--- src/hdl/midc_pkg.sv ---
// Package for the midpoint circle rasterizer: coordinate, pixel and decision widths,
// stream word widths and operation codes.
// No dependencies.
`timescale 1ns / 1ps

package midc_pkg;

  // Coordinate width of the centre, radius and octant point.
  localparam int COORD_BITS = 11;
  // Pixel coordinates carry a sign bit and one carry bit.
  localparam int PIX_BITS   = COORD_BITS + 2;
  // The decision value is held at pixel width, two's complement.
  localparam int DEC_BITS   = PIX_BITS;
  // Working width for one decision update before saturation.
  localparam int SUM_BITS   = DEC_BITS + 2;

  // Eight symmetric pixels per octant point.
  localparam int SET_SIZE = 8;
  localparam int IDX_BITS = $clog2(SET_SIZE);
  localparam logic [IDX_BITS-1:0] IDX_LAST = IDX_BITS'(SET_SIZE - 1);

  // Stream word widths, padded up to whole bytes.
  localparam int IN_TDATA_W  = ((3 * COORD_BITS + 7) / 8) * 8;
  localparam int OUT_TDATA_W = ((2 * PIX_BITS + 7) / 8) * 8;

  // Saturation limits of the decision value at the working width.
  localparam logic signed [SUM_BITS-1:0] SUM_DEC_MAX = SUM_BITS'(2 ** (DEC_BITS - 1) - 1);
  localparam logic signed [SUM_BITS-1:0] SUM_DEC_MIN = -SUM_DEC_MAX - SUM_BITS'(1);

  // Operation carried on the input tuser.
  typedef enum logic {
    OP_START   = 1'b0,
    OP_ADVANCE = 1'b1
  } op_t;

endpackage

--- src/hdl/midpoint_circle_rasterizer.sv ---
// Midpoint circle rasterizer: one octant step per input word, eight pixels per live step.
// Depends on midc_pkg.
//
//   channel | dir | tdata (low bit up)                 | tuser        | tlast
//   in_     | in  | center_x, center_y, radius         | operation    | -
//   out_    | out | pixel_x, pixel_y                   | circle_done  | last_of_set
//
// For a start or live advance word, the eight pixels leave one per cycle when not stalled
// on out_tready, through the output register, counted by a three-bit pixel index over
// the octant state. An advance at the final octant point is taken and gives no pixel.
// The next word is taken in the cycle the eighth pixel moves to the output register,
// so sets follow back to back. A word's pixels are formed from the registered octant state.
// Reset (rst_n low, synchronous) clears the octant point, decision and held centre.
// A stall on out_tready holds the output register and the pixel index.
`timescale 1ns / 1ps

module midpoint_circle_rasterizer (
  input  logic                              clk,
  input  logic                              rst_n,
  input  logic                              in_tvalid,
  output logic                              in_tready,
  // center_x [10:0], center_y [21:11], radius [32:22], zero padding above
  input  logic [midc_pkg::IN_TDATA_W-1:0]   in_tdata,
  // operation
  input  logic                              in_tuser,
  output logic                              out_tvalid,
  input  logic                              out_tready,
  // pixel_x [12:0], pixel_y [25:13], zero padding above
  output logic [midc_pkg::OUT_TDATA_W-1:0]  out_tdata,
  // circle_done
  output logic                              out_tuser,
  // last_of_set
  output logic                              out_tlast
);

  import midc_pkg::*;

  localparam int EXT_C = PIX_BITS - COORD_BITS;
  localparam int EXT_S = SUM_BITS - COORD_BITS;

  // Octant state
  logic [COORD_BITS-1:0]      octant_x_r, octant_x_nxt;
  logic [COORD_BITS-1:0]      octant_y_r, octant_y_nxt;
  logic signed [DEC_BITS-1:0] decision_r, decision_nxt;
  logic [COORD_BITS-1:0]      center_x_r, center_x_nxt;
  logic [COORD_BITS-1:0]      center_y_r, center_y_nxt;

  // Set emission control
  logic                set_valid_r, set_valid_nxt;
  logic [IDX_BITS-1:0] pix_idx_r, pix_idx_nxt;

  // Output register
  logic                out_valid_r, out_valid_nxt;
  logic [PIX_BITS-1:0] pix_x_r, pix_x_nxt;
  logic [PIX_BITS-1:0] pix_y_r, pix_y_nxt;
  logic                last_r, last_nxt;
  logic                done_r, done_nxt;

  // Input fields
  op_t                 in_op;
  logic [COORD_BITS-1:0] in_cx, in_cy, in_radius;

  logic out_free, set_move, set_finish, in_acc, set_load, at_end;

  logic signed [SUM_BITS-1:0] dec_ext, x_inc_ext, y_dec_ext, r_ext, dec_sum;
  logic [COORD_BITS-1:0]      x_inc, y_dec;

  logic [PIX_BITS-1:0] cx_p, cy_p, a_p, b_p;

  // Clamp a working-width decision value into the held range.
  function automatic logic signed [DEC_BITS-1:0] sat_dec(input logic signed [SUM_BITS-1:0] v);
    logic signed [SUM_BITS-1:0] c;
    begin
      if (v > SUM_DEC_MAX) begin
        c = SUM_DEC_MAX;
      end else if (v < SUM_DEC_MIN) begin
        c = SUM_DEC_MIN;
      end else begin
        c = v;
      end
      return c[DEC_BITS-1:0];
    end
  endfunction

  // Unpack the input word.
  assign in_op     = op_t'(in_tuser);
  assign in_cx     = in_tdata[COORD_BITS-1:0];
  assign in_cy     = in_tdata[2*COORD_BITS-1:COORD_BITS];
  assign in_radius = in_tdata[3*COORD_BITS-1:2*COORD_BITS];

  // Handshake: a word is taken when no set is pending or the last pixel is moving out.
  assign out_free   = !out_valid_r || out_tready;
  assign set_move   = set_valid_r && out_free;
  assign set_finish = set_move && (pix_idx_r == IDX_LAST);
  assign in_tready  = !set_valid_r || set_finish;
  assign in_acc     = in_tvalid && in_tready;
  assign at_end     = octant_x_r >= octant_y_r;
  assign set_load   = in_acc && ((in_op == OP_START) || !at_end);

  // Decision update terms.
  assign x_inc     = octant_x_r + COORD_BITS'(1);
  assign y_dec     = octant_y_r - COORD_BITS'(1);
  assign dec_ext   = SUM_BITS'(decision_r);
  assign x_inc_ext = $signed({{EXT_S{1'b0}}, x_inc});
  assign y_dec_ext = $signed({{EXT_S{1'b0}}, y_dec});
  assign r_ext     = $signed({{EXT_S{1'b0}}, in_radius});

  always_comb begin
    if (decision_r < 0) begin
      dec_sum = dec_ext + (x_inc_ext <<< 1) + SUM_BITS'(1);
    end else begin
      dec_sum = dec_ext + ((x_inc_ext - y_dec_ext) <<< 1) + SUM_BITS'(1);
    end
  end

  // Next octant state on an accepted word.
  always_comb begin
    octant_x_nxt = octant_x_r;
    octant_y_nxt = octant_y_r;
    decision_nxt = decision_r;
    center_x_nxt = center_x_r;
    center_y_nxt = center_y_r;
    if (in_acc) begin
      if (in_op == OP_START) begin
        center_x_nxt = in_cx;
        center_y_nxt = in_cy;
        octant_x_nxt = '0;
        octant_y_nxt = in_radius;
        decision_nxt = sat_dec(SUM_BITS'(1) - r_ext);
      end else if (!at_end) begin
        octant_x_nxt = x_inc;
        decision_nxt = sat_dec(dec_sum);
        if (decision_r >= 0) begin
          octant_y_nxt = y_dec;
        end
      end
    end
  end

  // Pixel index: bit 0 negates the x offset, bit 1 the y offset, bit 2 swaps them.
  assign cx_p = {{EXT_C{1'b0}}, center_x_r};
  assign cy_p = {{EXT_C{1'b0}}, center_y_r};
  assign a_p  = pix_idx_r[2] ? {{EXT_C{1'b0}}, octant_y_r} : {{EXT_C{1'b0}}, octant_x_r};
  assign b_p  = pix_idx_r[2] ? {{EXT_C{1'b0}}, octant_x_r} : {{EXT_C{1'b0}}, octant_y_r};

  // Set and output register control.
  always_comb begin
    set_valid_nxt = set_valid_r;
    pix_idx_nxt   = pix_idx_r;
    out_valid_nxt = out_valid_r;
    pix_x_nxt     = pix_x_r;
    pix_y_nxt     = pix_y_r;
    last_nxt      = last_r;
    done_nxt      = done_r;
    if (set_move) begin
      pix_idx_nxt   = pix_idx_r + IDX_BITS'(1);
      out_valid_nxt = 1'b1;
      pix_x_nxt     = pix_idx_r[0] ? (cx_p - a_p) : (cx_p + a_p);
      pix_y_nxt     = pix_idx_r[1] ? (cy_p - b_p) : (cy_p + b_p);
      last_nxt      = (pix_idx_r == IDX_LAST);
      done_nxt      = at_end;
    end else if (out_tready) begin
      out_valid_nxt = 1'b0;
    end
    if (set_finish) begin
      set_valid_nxt = 1'b0;
    end
    if (set_load) begin
      set_valid_nxt = 1'b1;
      pix_idx_nxt   = '0;
    end
  end

  // Control and state registers.
  always_ff @(posedge clk) begin
    if (!rst_n) begin
      octant_x_r  <= '0;
      octant_y_r  <= '0;
      decision_r  <= '0;
      center_x_r  <= '0;
      center_y_r  <= '0;
      set_valid_r <= 1'b0;
      pix_idx_r   <= '0;
      out_valid_r <= 1'b0;
    end else begin
      octant_x_r  <= octant_x_nxt;
      octant_y_r  <= octant_y_nxt;
      decision_r  <= decision_nxt;
      center_x_r  <= center_x_nxt;
      center_y_r  <= center_y_nxt;
      set_valid_r <= set_valid_nxt;
      pix_idx_r   <= pix_idx_nxt;
      out_valid_r <= out_valid_nxt;
    end
  end

  // Output payload register.
  always_ff @(posedge clk) begin
    pix_x_r <= pix_x_nxt;
    pix_y_r <= pix_y_nxt;
    last_r  <= last_nxt;
    done_r  <= done_nxt;
  end

  assign out_tvalid = out_valid_r;
  assign out_tdata  = {{(OUT_TDATA_W - 2 * PIX_BITS){1'b0}}, pix_y_r, pix_x_r};
  assign out_tuser  = done_r;
  assign out_tlast  = last_r;

`ifndef SYNTH
  // A set that has not reached its eighth pixel stays pending.
  a_set_holds: assert property (@(posedge clk) disable iff (!rst_n)
    set_valid_r && (pix_idx_r != IDX_LAST) |=> set_valid_r)
    else $error("pixel set dropped before its eighth pixel");

  // A new word is only taken with no set pending or as the eighth pixel leaves.
  a_ready_gap: assert property (@(posedge clk) disable iff (!rst_n)
    in_tready && set_valid_r |-> (pix_idx_r == IDX_LAST) && out_free)
    else $error("input taken while a pixel set is still being emitted");

  // Octant state is frozen while a set is being emitted.
  a_state_frozen: assert property (@(posedge clk) disable iff (!rst_n)
    set_valid_r && !set_finish |=> $stable(octant_x_r) && $stable(octant_y_r)
                                    && $stable(decision_r))
    else $error("octant point changed during pixel emission");

  // The eighth pixel of a set carries the last marker.
  a_last_mark: assert property (@(posedge clk) disable iff (!rst_n)
    set_finish |=> out_tvalid && out_tlast)
    else $error("eighth pixel without last marker");
`endif

endmodule

--- config.mk ---
export PLATFORM = sky130hd
export DESIGN_NAME = midpoint_circle_rasterizer
export DESIGN_NICKNAME = d
export VERILOG_FILES = /design/src/hdl/midc_pkg.sv /design/src/hdl/midpoint_circle_rasterizer.sv
export SDC_FILE = /design/constraint.sdc
export NUM_CORES = 1
export LEC_CHECK = 0
export BUFFER_PORTS_ARGS = -buffer_cell sky130_fd_sc_hd__buf_4
export CORE_ASPECT_RATIO = 1.1
export CORE_UTILIZATION = 45
export DETAILED_ROUTE_END_ITERATION = 12
export PLACE_DENSITY = 0.69
export SLEW_MARGIN = 10
export SYNTH_ARGS = -nofsm -noshare
export SYNTH_HDL_FRONTEND = slang
export SYNTH_SLANG_ARGS = --single-unit
export TNS_END_PERCENT = 30
--- constraint.sdc ---
create_clock -name clk -period 4.65 [get_ports clk]
set_clock_uncertainty 0.1 [all_clocks]
set_input_delay 0.93 -clock clk [delete_from_list [all_inputs] [get_ports clk]]
set_output_delay 0.93 -clock clk [all_outputs]
set_load 0.02 [all_outputs]
==> run_results.csv, run 1 <==
group,metric,value,unit
run_status,status,"completed",
worst_hold_path,min_path_type,"register to register",
logic_synthesis,synth.avg_cell_area,8.162,um^2
die,boundaryPins,81,
critical_path,cp_cell_sequence,"inv_1, ha_4, or4b_4, or2_2, xnor2_1, ha_1, buf_4, a21o_1, a21oi_2, xnor2_2, ha_4, nand4_1, a21oi_1, o21ai_1, and4b_1, o31ai_2, and2_1, buf_6, o21ai_0, a32o_1",
critical_path,critPathTopFamily,"simple AND/OR/NAND/NOR gates",
routing,drc,0,
clock_network,clock_sinks,90,
logic_synthesis,ys.flop_type,"dfxtp_1",
die,fp-row-count,50,
critical_path,path_max_fanout,8,
layout,nFillCells,1610,
die,start_util,46.38,%
timing,grt_setup_unrepaired,"yes",
routing,vias,7226,
logic_synthesis,synthArstFlopShare,0,%
clock_network,holdBufCountCts,0,
routing,drtAntennaViolNets,0,
timing,max_slew_margin,30.28,%
clock_network,ctsRootBufferMaster,"clkbuf_16",
power_and_ir_drop,combPwrFrac,63.5,%
clock_network,h-tree-depth,3,
routing,drtPass1Iterations,4,
routing,wl_per_cell,15.51,um
placement,dp_cells,1298,
timing,worst_pin_slew,1042,ps
layout,area_growth,22.27,%
logic_synthesis,netlist_instances,974,
critical_path,max_stage_delay,470,ps
logic_synthesis,ys_seq_area_share,26.19,%
global_route,grt_max_degree,45,
layout,fin_util,56.71,%
critical_path,cp_data_arrival_time,4740,ps
critical_path,critPathCaptureType,"register",
layout,n_antenna_cell,0,
logic_synthesis,synth-seq-cells,90,
die,dieArea,18200,um^2
layout,register_area,2090,um^2
critical_path,cp_slowest_cell,"or4b_4",
clock_network,numCtsBuffers,9,
routing,wl,20460,um
die,die_w,128.7,um
timing,fin_tns_setup,0,ps
global_route,grtUsageTotal,23.25,%
die,die_y,141.4,um
critical_path,path_class,"register to register",
global_route,grt_first_pass_wirelength,33260,um
critical_path,crit_path_frequent_cell,"ha_4",
power_and_ir_drop,pwr-share-seq,20.8,%
placement,place.gp.congestion,0.9083,
power_and_ir_drop,p_per_area,522.4,nW/um^2
timing,drv_slew,0,
timing,finalSetupViolCount,0,
clock_network,clkTransAtPathRegs,70,ps
timing,final_hold_viol_count,0,
clock_network,clock_path_buffers,2,
placement,hpwl,15510,um
global_route,antenna_found_initial,0,
logic_synthesis,synth_edf_count,28,
logic_synthesis,ys_warn_count,0,
critical_path,cp_data_required_time,4800,ps
layout,drive_gt1_share,19.82,%
power_and_ir_drop,vdd_ir_drop_max,0.5158,mV
timing,fin_crit_sh,98.72,%
global_route,grt_overflow_total,0,
flow_run,drv_cap,0,
global_route,first_global_vias,6840,
power_and_ir_drop,power.share.clock,15.7,%
layout,stdcell_count,1319,
critical_path,crit_buf_inv,3,
placement,io_buffers,67,
logic_synthesis,ys_types,77,
timing,period_minus_slack,4590,ps
power_and_ir_drop,p_switching,0.002170,W
power_and_ir_drop,swShare,42.74,%
critical_path,crit_path_start_kind,"register",
layout,layout.nets,1227,
clock_network,clk_latency,360,ps
clock_network,cts_tree,"yes",
routing,post_drt_via_cell_ratio,5.478,
layout,multiInputGateArea,5713,um^2
power_and_ir_drop,leakage,4.305,nW
die,core,17140,um^2
routing,drtIter0Drc,361,
logic_synthesis,synth_area,7950,um^2
power_and_ir_drop,p_int,0.002907,W
timing,fmax,217.8,MHz
[power groups by stage]
stage	combinational, W	sequential [W]	clock, W
after floorplan	0.00194	0.00109	0
after global placement	0.00275	0.00106	0
after detailed placement	0.00279	0.00106	0
after CTS	0.00293	0.00104	0.000808
after global routing	0.00355	0.00107	0.000846
final	0.00322	0.00105	0.000799
[cells in the final DEF (no fill, tap or decap), types with 8 or more instances in the layout]
cell type  count
mux2i_1       19
inv_1         71
xor2_1        21
a21oi_1       94
a32o_1         8
nand2_1       97
nand3_1       18
clkbuf_16      9
ha_1          87
o21ai_0       49
buf_4        131
xnor2_1       40
edfxtp_1      28
a31oi_1       11
dfxtp_1       60
o21a_1        26
a21o_1        14
nand2b_1      16
nor3_1        28
nor2b_1       11
and3_1         8
or2_2          8
nor2_1        57
[path summary, 6_finish.rpt]
path                                    start       endpoint  slack [ps]  depth (start not counted)
worst max-delay path            octant_y_r[1]  decision_r[4]          60                         20
worst min-delay path            center_x_r[9]  center_x_r[9]         380                          2
worst max register to register  octant_y_r[1]  decision_r[4]          60                         20
worst min register to register  center_x_r[9]  center_x_r[9]         380                          2
[area by class of cell]
type                    instances  area share (%)
well taps                     234           3.012
multi-input cells             771           58.77
flip-flops and latches         90           21.50
clock inverters                 7          0.9654
clock buffers                   9           2.317
inverters                      74           2.883
repair buffers                134           10.55
[flip-flops by register name (all words and copies together), names as in the netlist]
| name | cells |
|---|---|
| decision_r | 13 |
| pix_x_r | 13 |
| pix_y_r | 13 |
| center_x_r | 11 |
| center_y_r | 11 |
| octant_x_r | 11 |
| octant_y_r | 11 |
| pix_idx_r | 3 |
| out_tlast | 1 |
| out_tuser | 1 |
| out_tvalid | 1 |
| set_valid_r | 1 |
[synth_stat cells, drive strengths merged, types with 4 or more instances]
cell	n	area, um^2
a32o	8	80.08
o31ai	8	73.82
and2	6	38.79
nor2	60	232.7
a211oi	7	57.55
or4	6	45.04
inv	73	274.0
ha	95	1189
a21o	14	105.1
or2	10	62.56
nor3	30	150.1
nor3b	7	52.55
fa	7	140.1
nor2b	13	81.33
o21a	26	195.2
and3	8	50.05
o21ai	57	292.8
edfxtp	28	840.8
nand2	99	371.6
nand3	18	90.09
xnor2	44	385.4
a22o	7	61.31
o21bai	4	30.03
a31oi	11	68.82
nand2b	16	100.1
clkbuf	33	125.1
dfxtp	62	1241
a21oi	99	499.2
o22ai	4	25.02
nand4	5	31.28
mux2i	19	190.2
xor2	24	210.2
buf	11	66.31
[worst min-delay path, delay by kind of cell, from the launching register on]
| family | cells | cell delay, ps |
|---|---|---|
| simple gates | 1 | 60 |
| flops | 1 | 330 |
| compound gates | 1 | 50 |
[kinds of logic after synthesis]
group / Yosys count / synth area share [%]
xor gates and xnor gates: 68 / 7.491
AOI/OAI and AO/OA: 279 / 22.77
other: 1 / 0.04717
buffers and inverters: 118 / 5.902
adders and majority gates: 103 / 16.86
muxes: 19 / 2.392
and+or+nand+nor: 296 / 18.35
DFF: 90 / 26.19
[stage by stage]
stage / area [um^2] / hold slack, ps / total power, W / setup WS [ps]
6_report: 9721 / 383.4 / 0.005078 / 59.52
5_1_grt: 9721 / 414.2 / 0.005461 / -139.7
4_1_cts: 9482 / 382.4 / 0.004781 / 0.1052
3_5_place_dp: 9054 / 372.9 / 0.003849 / -262.5
3_3_place_gp: 9054 / 369.5 / 0.003812 / -181.4
2_1_floorplan: 7970 / 353.6 / 0.003036 / 27.89
[layer usage]
metal	vias to the layer above	share of wire, %	global-route usage [%]
met3	28	3.3	2.866
met1	3369	47	29.69
met2	156	48	40.31
li1	3673	-	-
met5	-	0	0
met4	0	2.1	7.802
[repair_timing]
action	4_1_cts	5_1_grt
endpoints found under the setup margin	12	12
setup buffers	1	4
pin swaps	9	17
gates resized for setup	21	39
hold endpoints to repair	0	0
cloned	0	0
No activity file was read; power rests on OpenSTA's default activity.
==> inputs of run 2 (changes only) <==
--- a/config.mk
+++ b/config.mk
@@ -5,11 +5,13 @@
 export SDC_FILE = /design/constraint.sdc
 export NUM_CORES = 1
 export LEC_CHECK = 0
+export ABC_AREA = 1
 export BUFFER_PORTS_ARGS = -buffer_cell sky130_fd_sc_hd__buf_4
 export CORE_ASPECT_RATIO = 1.1
-export CORE_UTILIZATION = 45
+export CORE_UTILIZATION = 30
+export CTS_CLUSTER_DIAMETER = 100
 export DETAILED_ROUTE_END_ITERATION = 12
-export PLACE_DENSITY = 0.69
+export PLACE_DENSITY = 0.51
 export SLEW_MARGIN = 10
 export SYNTH_ARGS = -nofsm -noshare
 export SYNTH_HDL_FRONTEND = slang
==> run 2 against run 1 <==
  * Global-route usage is 5.7 points lower
  * Highest routed layer unchanged
  * Area after synthesis is 6.8% higher
  * Count of clock-buffer cells in the layout is 1 higher
  * Critical endpoint is now decision_r[8]
  * Synthesized cell count is 28% higher
  * Cell count is 26% higher
==> run_results.csv, run 2 <==
group,metric,value,unit
run_status,status,"completed",
timing,worst_pin_slew,1121,ps
power_and_ir_drop,p_int,0.002125,W
clock_network,holdBufCountCts,0,
die,die_y,178.4,um
critical_path,cp_data_required_time,4800,ps
logic_synthesis,ys.flop_type,"dfxtp_1",
logic_synthesis,synth_area_leaders,"dfxtp_1 (15%), ha_1 (14%), nand2_1 (11%)",
power_and_ir_drop,leakage,4.737,nW
global_route,grt_first_pass_wirelength,39560,um
layout,area_growth,14.02,%
die,dieArea,28970,um^2
global_route,grt_max_degree,38,
timing,max_slew_margin,25.15,%
timing,finalSetupViolCount,0,
timing,period_minus_slack,4306,ps
logic_synthesis,synth_common_cells,"nand2_1 (260), inv_1 (161), a21oi_1 (129)",
timing,final_hold_viol_count,0,
die,fp-row-count,64,
timing,drv_slew,0,
clock_network,numCtsBuffers,9,
routing,wl,24990,um
routing,drtIter0Drc,547,
logic_synthesis,ys_seq_area_share,24.53,%
critical_path,crit_path_start_kind,"register",
logic_synthesis,ys_warn_count,0,
layout,design_area,9678,um^2
clock_network,clkTransAtPathRegs,80,ps
placement,placed_cell_area,9311,um^2
power_and_ir_drop,p_per_area,420.4,nW/um^2
power_and_ir_drop,combPwrFrac,57.7,%
logic_synthesis,synth_edf_count,28,
logic_synthesis,yosysMostFrequentCell,"nand2_1",
clock_network,clk_latency,360,ps
layout,layout.nets,1438,
flow_run,drv_cap,0,
routing,drtAntennaViolNets,0,
die,core,27790,um^2
routing,drc,0,
critical_path,path_class,"register to register",
logic_synthesis,synthArstFlopShare,0,%
routing,drtPass1Iterations,6,
timing,fin_ws,343.7,ps
die,boundaryPins,81,
clock_network,h-tree-depth,3,
layout,layout_commonest_cell,"nand2_1",
power_and_ir_drop,vdd_ir_drop_max,0.1627,mV
clock_network,ctsRootBufferMaster,"clkbuf_16",
logic_synthesis,netlist_instances,1242,
timing,fin_crit_sh,92.61,%
layout,fin_util,34.83,%
placement,io_buffers,67,
layout,top_regs,"decision_r: 13 flops, pix_x_r: 13 flops, pix_y_r: 13 flops",
routing,wl_per_cell,15.06,um
placement,place.gp.congestion,0.8709,
layout,layout_common_cells,"nand2_1 (258), inv_1 (159), a21oi_1 (128), o21ai_0 (102), ha_1 (93)",
logic_synthesis,synth.avg_cell_area,6.834,um^2
power_and_ir_drop,power.share.clock,17.3,%
global_route,first_global_vias,7862,
placement,hpwl,19840,um
timing,fin_tns_setup,0,ps
logic_synthesis,ys_types,53,
power_and_ir_drop,swShare,47.77,%
logic_synthesis,yosys.area.top_type_share,14.62,%
logic_synthesis,synth-seq-cells,90,
global_route,antenna_found_initial,0,
clock_network,clock_path_buffers,2,
global_route,grtUsageTotal,17.52,%
placement,place_ws,205.3,ps
routing,vias,8048,
critical_path,cp_data_arrival_time,4450,ps
critical_path,path_max_fanout,8,
clock_network,cts_tree,"yes",
clock_network,clock_sinks,90,
logic_synthesis,synth.largest_area_cell,"dfxtp_1",
die,die_w,162.4,um
worst_hold_path,min_path_type,"register to register",
global_route,grt_overflow_total,0,
power_and_ir_drop,p_switching,0.001944,W
layout,n_antenna_cell,0,
layout,drive_gt1_share,12.27,%
power_and_ir_drop,pwr-share-seq,24.9,%
timing,fmax,232.2,MHz
routing,post_drt_via_cell_ratio,4.851,
critical_path,critPathCaptureType,"register",
die,start_util,30.55,%
logic_synthesis,synth_area,8488,um^2
[run 2: cell types whose count changed after synthesis, sizes merged, moves of 24 or more]
cell and change:
xnor2 -38, nand3 +65, inv +95, nand2 +178, o21ai +65, o21a -24, a21oi +39
[run 2: cells by family (layout without fill, tap and decap cells)]
| group | count (synthesis) | after routing | share of synthesized area [%] |
|---|---|---|---|
| fa+ha+maj | 102 | 102 | 15.65 |
| simple gates | 487 | 487 | 25.30 |
| other cells | 1 | 6 | 0.04418 |
| flops | 90 | 90 | 24.53 |
| xor+xnor | 46 | 46 | 4.747 |
| buf+inv | 218 | 267 | 10.32 |
| compound gates | 291 | 291 | 18.59 |
| mux | 7 | 7 | 0.8255 |
[run 2: worst max-delay path: stages (launching register included)]
cell and delay, ps:
dfxtp_1 360, ha_1 230, nand4_1 180, or2_1 300, nor2_2 150, nand3_1 100, xor2_1 140, inv_1 120
ha_1 360, nand2_1 100, nor2_1 50, nor2_1 80, o21ai_0 90, nor2_1 240, ha_1 340, nand2_1 140
inv_1 50, nand2_1 60, nand2_1 50, a21oi_2 120, nand3_1 100, nand3_2 110, nand3_2 120, a21oi_4 300
nand2_1 90, nand2_1 70, nand2_1 50
[run 2: repair_timing]
| item | 4_1_cts | 5_1_grt |
|---|---|---|
| gates resized for setup | 0 | 17 |
| endpoints found under the setup margin | 0 | 13 |
| buffers inserted | 0 | 3 |
[run 2: per-stage QoR]
step	total power, W	hold slack (ps)	std cells
after floorplan	0.002773	350.7	1247
final	0.004069	378.9	1659
after detailed placement	0.003341	364.4	1640
after CTS	0.004052	376.5	1656
after global routing	0.004418	394.0	1659
after global placement	0.003322	359.7	1640
[run 2: layout make-up]
type	instances	area (um^2)
fill	3026	18110
multi-input combinational	939	5620
sequential	90	2085
inverter	170	640.6
timing repair buffer	81	608.1
tap	363	454.2
clock buffer	10	229.0
clock inverter	6	41.29
[run 2: final timing paths]
kind / start / end / slack, ps / cells after the start
setup / recovery: octant_x_r[0] / decision_r[8] / 340 / 26
hold reg to reg: set_valid_r / out_tvalid / 380 / 2
setup reg to reg: octant_x_r[0] / decision_r[8] / 340 / 26
hold / removal: set_valid_r / out_tvalid / 380 / 2
[run 2: routing by layer]
metal	track usage (%)	vias to the layer above	part of all wire, %
met2	31.37	169	48
met4	8.805	0	3.9
met1	21.02	3637	45
li1	-	4202	-
met5	0	-	0
met3	1.209	40	3.0
[run 2: power groups by stage]
| stage | Combinational, W | Sequential, W | Clock, W |
|---|---|---|---|
| 2_1_floorplan | 0.00172 | 0.00105 | 0 |
| 3_3_place_gp | 0.00229 | 0.00103 | 0 |
| 3_5_place_dp | 0.00231 | 0.00103 | 0 |
| 4_1_cts | 0.00232 | 0.00101 | 0.000716 |
| 5_1_grt | 0.00265 | 0.00103 | 0.000742 |
| 6_report | 0.00235 | 0.00102 | 0.000704 |
